--- src/hw/rtl/pmw_frame_mem.sv ---
`timescale 1ns / 1ps
`default_nettype none
// ----------------------------------------------------------------------------
// pmw_frame_mem
// single-port synchronous memory, read data registered and valid in the cycle after the address
// ----------------------------------------------------------------------------
module pmw_frame_mem #(
  parameter int DEPTH = 64,
  parameter int WIDTH = 32
) (
  input  wire logic                     clk,
  input  wire logic                     we,
  input  wire logic [$clog2(DEPTH)-1:0] addr,
  input  wire logic [WIDTH-1:0]         wdata,
  output logic      [WIDTH-1:0]         rdata
);
  logic [WIDTH-1:0] mem [DEPTH];

  always_ff @(posedge clk) begin
    if (we) begin
      mem[addr] <= wdata;
    end
    rdata <= mem[addr];
  end
endmodule
`default_nettype wire

--- config.mk ---
export PLATFORM = sky130hd
export DESIGN_NAME = pmw_frame_mem
export DESIGN_NICKNAME = d
export VERILOG_FILES = /design/src/hw/rtl/pmw_frame_mem.sv
export SDC_FILE = /design/constraint.sdc
export NUM_CORES = 2
export LEC_CHECK = 0
export ABC_CLOCK_PERIOD_IN_PS = 3400
export BUFFER_PORTS_ARGS = -buffer_cell sky130_fd_sc_hd__buf_2
export CORE_MARGIN = 4
export CORE_UTILIZATION = 35
export CTS_BUF_LIST = sky130_fd_sc_hd__clkbuf_8
export CTS_CLUSTER_SIZE = 8
export DETAILED_ROUTE_END_ITERATION = 10
export GPL_TIMING_DRIVEN = 0
export PLACE_DENSITY = 0.49
export RECOVER_POWER = 25
export SLEW_MARGIN = 20
export SYNTH_ARGS = -nofsm -noshare
export SYNTH_HDL_FRONTEND = slang
export SYNTH_SLANG_ARGS = --single-unit
--- constraint.sdc ---
create_clock -name clk -period 3.4 [get_ports clk]
set_clock_uncertainty 0.2 [all_clocks]
set_input_delay 0 -clock clk [delete_from_list [all_inputs] [get_ports clk]]
set_output_delay 0 -clock clk [all_outputs]
set_load 0.05 [all_outputs]
==> qor.txt <==
Outcome -> complete, but fails checks
Failing checks -> capacitance limit, slew limit, setup timing
CP max stage cell -> nor2_4
DIE HEIGHT -> 482.9 um
Die width -> 482.9 um
Buffers on Ports -> 70
Syn_area_per_cell -> 18.62 sq um
Unique masters post-synth -> 56
Worst vdd ir -> 0.4295 mV
Pleak -> 30.49 nW
Slew @ Worst Pin -> 1.735 ns
Total Power -> 52.49 mW
Clock-pin slew on the worst setup and hold paths -> 0.06 ns
Min Tclk post-route -> 3.434 ns
Detailed Route Iter0 Violations -> 5,382
Max_cap viols -> 19
Area Growth Syn to Fin -> 18.54%
Post-route core utilization -> 41.64%
Final WL -> 261,200 um
Syn. warnings -> 0
Clk_lat worst skew -> 1.05 ns
Setup TNS -> -0.2302 ns
Unrepaired setup endpoints after global routing -> false
Final-report hold violation count -> 0
Row count -> 174
GP Congestion -> 0.8539
Slowest Stage Delay on Critical Path -> 0.74 ns
CP required -> 3.87 ns
CP most frequent cell -> buf_12
Starting Density -> 35.13%
Layout cells sized above 1 -> 20.73%
Fin crit share -> 101.0%
Hold crit path type -> primary input to register
DRC violations left -> 0
Design Area, Final -> 93,560 sq um
Number of synthesized flops with an enable pin -> 2,048
Gr usage total -> 22.00%
Final setup vio count -> 26
Post-DP HPWL -> 169,600 um
Layout fillers -> 20,210
CTS buffer count -> 363
Crit path cell chain -> buf_6, buf_12, nor2_1, clkbuf_2, buf_1, nand2_1, nor2_4, buf_12
Max Fclk -> 291.2 MHz
Setup slack at placement -> -1.886 ns
DR vias/cell -> 5.572
Max clock buf depth -> 4
Startpoint types -> primary input
Core Footprint -> 224,700 sq um
Root Driver -> clkbuf_8
Routed wire length per instance -> 31.95 um
Final slew viol count -> 1,130
Post-Syn Nets -> 4,279
Ports -> 72
Die area -> 233,200 sq um
DR vias -> 45,560
Global-route wire length before repair -> 359,100 um
Pin count of the biggest net entering global routing -> 65
WP data arrival -> 3.90 ns
Post-Syn Instances -> 4,239
Htree depth -> 5
Asr flop ratio synth -> 0%
Critical Path Fanout Max -> 17
Register area share after synthesis -> 78.73%
Worst Setup Slack, final -> -0.03367 ns
Post-place instance area -> 85,700 sq um
Setup crit end kind -> register
Top_reg_cell synth -> edfxtp_1
Clk sinks -> 2,080
Rel. slew slack -> -15.69%
Post-Syn Area -> 78,930 sq um
1st-pass router iterations -> 7
CTS tree -> done
Initial antenna violation count -> 29
DRT antenna net count -> 0
Yosys reg bits -> 2,080
Pwr dens -> 561.0 nW/um^2
Gr ovfl total -> 0
Setup CP Type -> primary input to register
Post-layout nets -> 4,959
Vias in the first global route -> 45,190
-- metrics by stage --
step | hold slack (ns) | std cells
6_report | 0.1669 | 8176
5_1_grt | 0.07686 | 8174
4_1_cts | 0.01743 | 8157
3_5_place_dp | 0.2133 | 7404
3_3_place_gp | 0.2703 | 7301
2_1_floorplan | -0.1011 | 4239
-- registers in the layout, indices dropped and copies added, names as in the netlist --
| name | flops |
|---|---|
| rdata | 32 |
| mem | 2048 |
-- synth_stat cells, drive strengths merged (6+ instances only) --
library cell / instances / area (sq um)
a2111oi: 15 / 131.4
a211oi: 17 / 127.6
a21oi: 121 / 605.6
a221o: 15 / 150.1
a221oi: 175 / 1533
a222oi: 16 / 160.2
a22o: 66 / 578.1
a22oi: 188 / 1411
a31oi: 43 / 269.0
and3: 85 / 531.8
buf: 129 / 681.9
clkbuf: 169 / 638.1
dfxtp: 32 / 640.6
edfxtp: 2048 / 61500
mux2: 147 / 1655
mux2i: 259 / 2592
mux4: 96 / 2162
nand2: 28 / 105.1
nand2b: 18 / 112.6
nand3: 54 / 270.3
nor2: 145 / 544.3
nor2b: 8 / 50.05
nor3: 22 / 110.1
nor4: 14 / 87.58
o21ai: 85 / 425.4
o221ai: 6 / 52.55
o22a: 70 / 613.1
o22ai: 93 / 581.8
o2bb2ai: 15 / 131.4
or4: 15 / 112.6
or4b: 14 / 140.1
-- logic make-up after synthesis --
logic type,count (synthesis),synth area share [%]
AO/OA/AOI/OAI,933,8.662
buffers and inverters,300,1.682
flip-flops,2080,78.73
multiplexers,502,8.121
AND/OR/NAND/NOR,424,2.806
-- worst paths after layout --
| kind | from | to | slack (ns) | cells past startpoint |
|---|---|---|---|---|
| setup reg to reg | mem[21][17] | rdata[17] | 0.21 | 5 |
| hold / removal | addr[5] | rdata[3] | 0.17 | 5 |
| hold reg to reg | mem[58][22] | rdata[22] | 0.57 | 4 |
| setup / recovery | addr[0] | mem[40][9] | -0.03 | 8 |
-- final cells by class --
type	count	area, sq um	area share [%]
clock buffer	375	5161	5.516
timing repair buffer	316	3920	4.190
clock inverter	243	1092	1.167
inverter	2	7.507	0.008024
antenna	12	30.03	0.03210
sequential	2080	62140	66.42
multi-input combinational	1859	16060	17.17
buffer	297	1401	1.498
tap	2992	3744	4.001
-- power by group --
part / total (mW) / switching, mW / internal (mW)
Clock: 20.5 / 10.0 / 10.5
Sequential: 28.5 / 0.0502 / 28.4
Combinational: 3.52 / 2.56 / 0.964
-- routing by layer --
metal	routed length, um	GRT usage [%]	up-vias
met1	107500	29.90	23770
li1	-	-	19070
met2	123000	35.04	2208
met3	20760	4.417	502
met4	9898	8.259	6
met5	72	0	-
-- cells in the final DEF, fill, tap and decap left out, types with 93 or more instances in the layout --
| cell | n |
|---|---|
| clkbuf_8 | 375 |
| clkbuf_1 | 169 |
| inv_1 | 143 |
| mux4_2 | 96 |
| mux2_2 | 147 |
| a221oi_1 | 175 |
| mux2i_1 | 259 |
| a22oi_1 | 188 |
| edfxtp_1 | 2048 |
| o22ai_1 | 93 |
| a21oi_1 | 121 |
| buf_12 | 98 |
| buf_2 | 116 |
-- timing repair --
action	4_1_cts	5_1_grt
setup buffers	43	2
resized for setup	32	19
endpoints found under the hold margin	3089	256
pin swaps	32	2
endpoints found under the setup margin	1404	72
hold buffers	93	4
-- worst max-delay path, delay by kind of cell --
family,cells,cell delay [ns]
simple gates,3,2.02
buf+inv,5,1.79
Power figures use the tool's default switching activity.
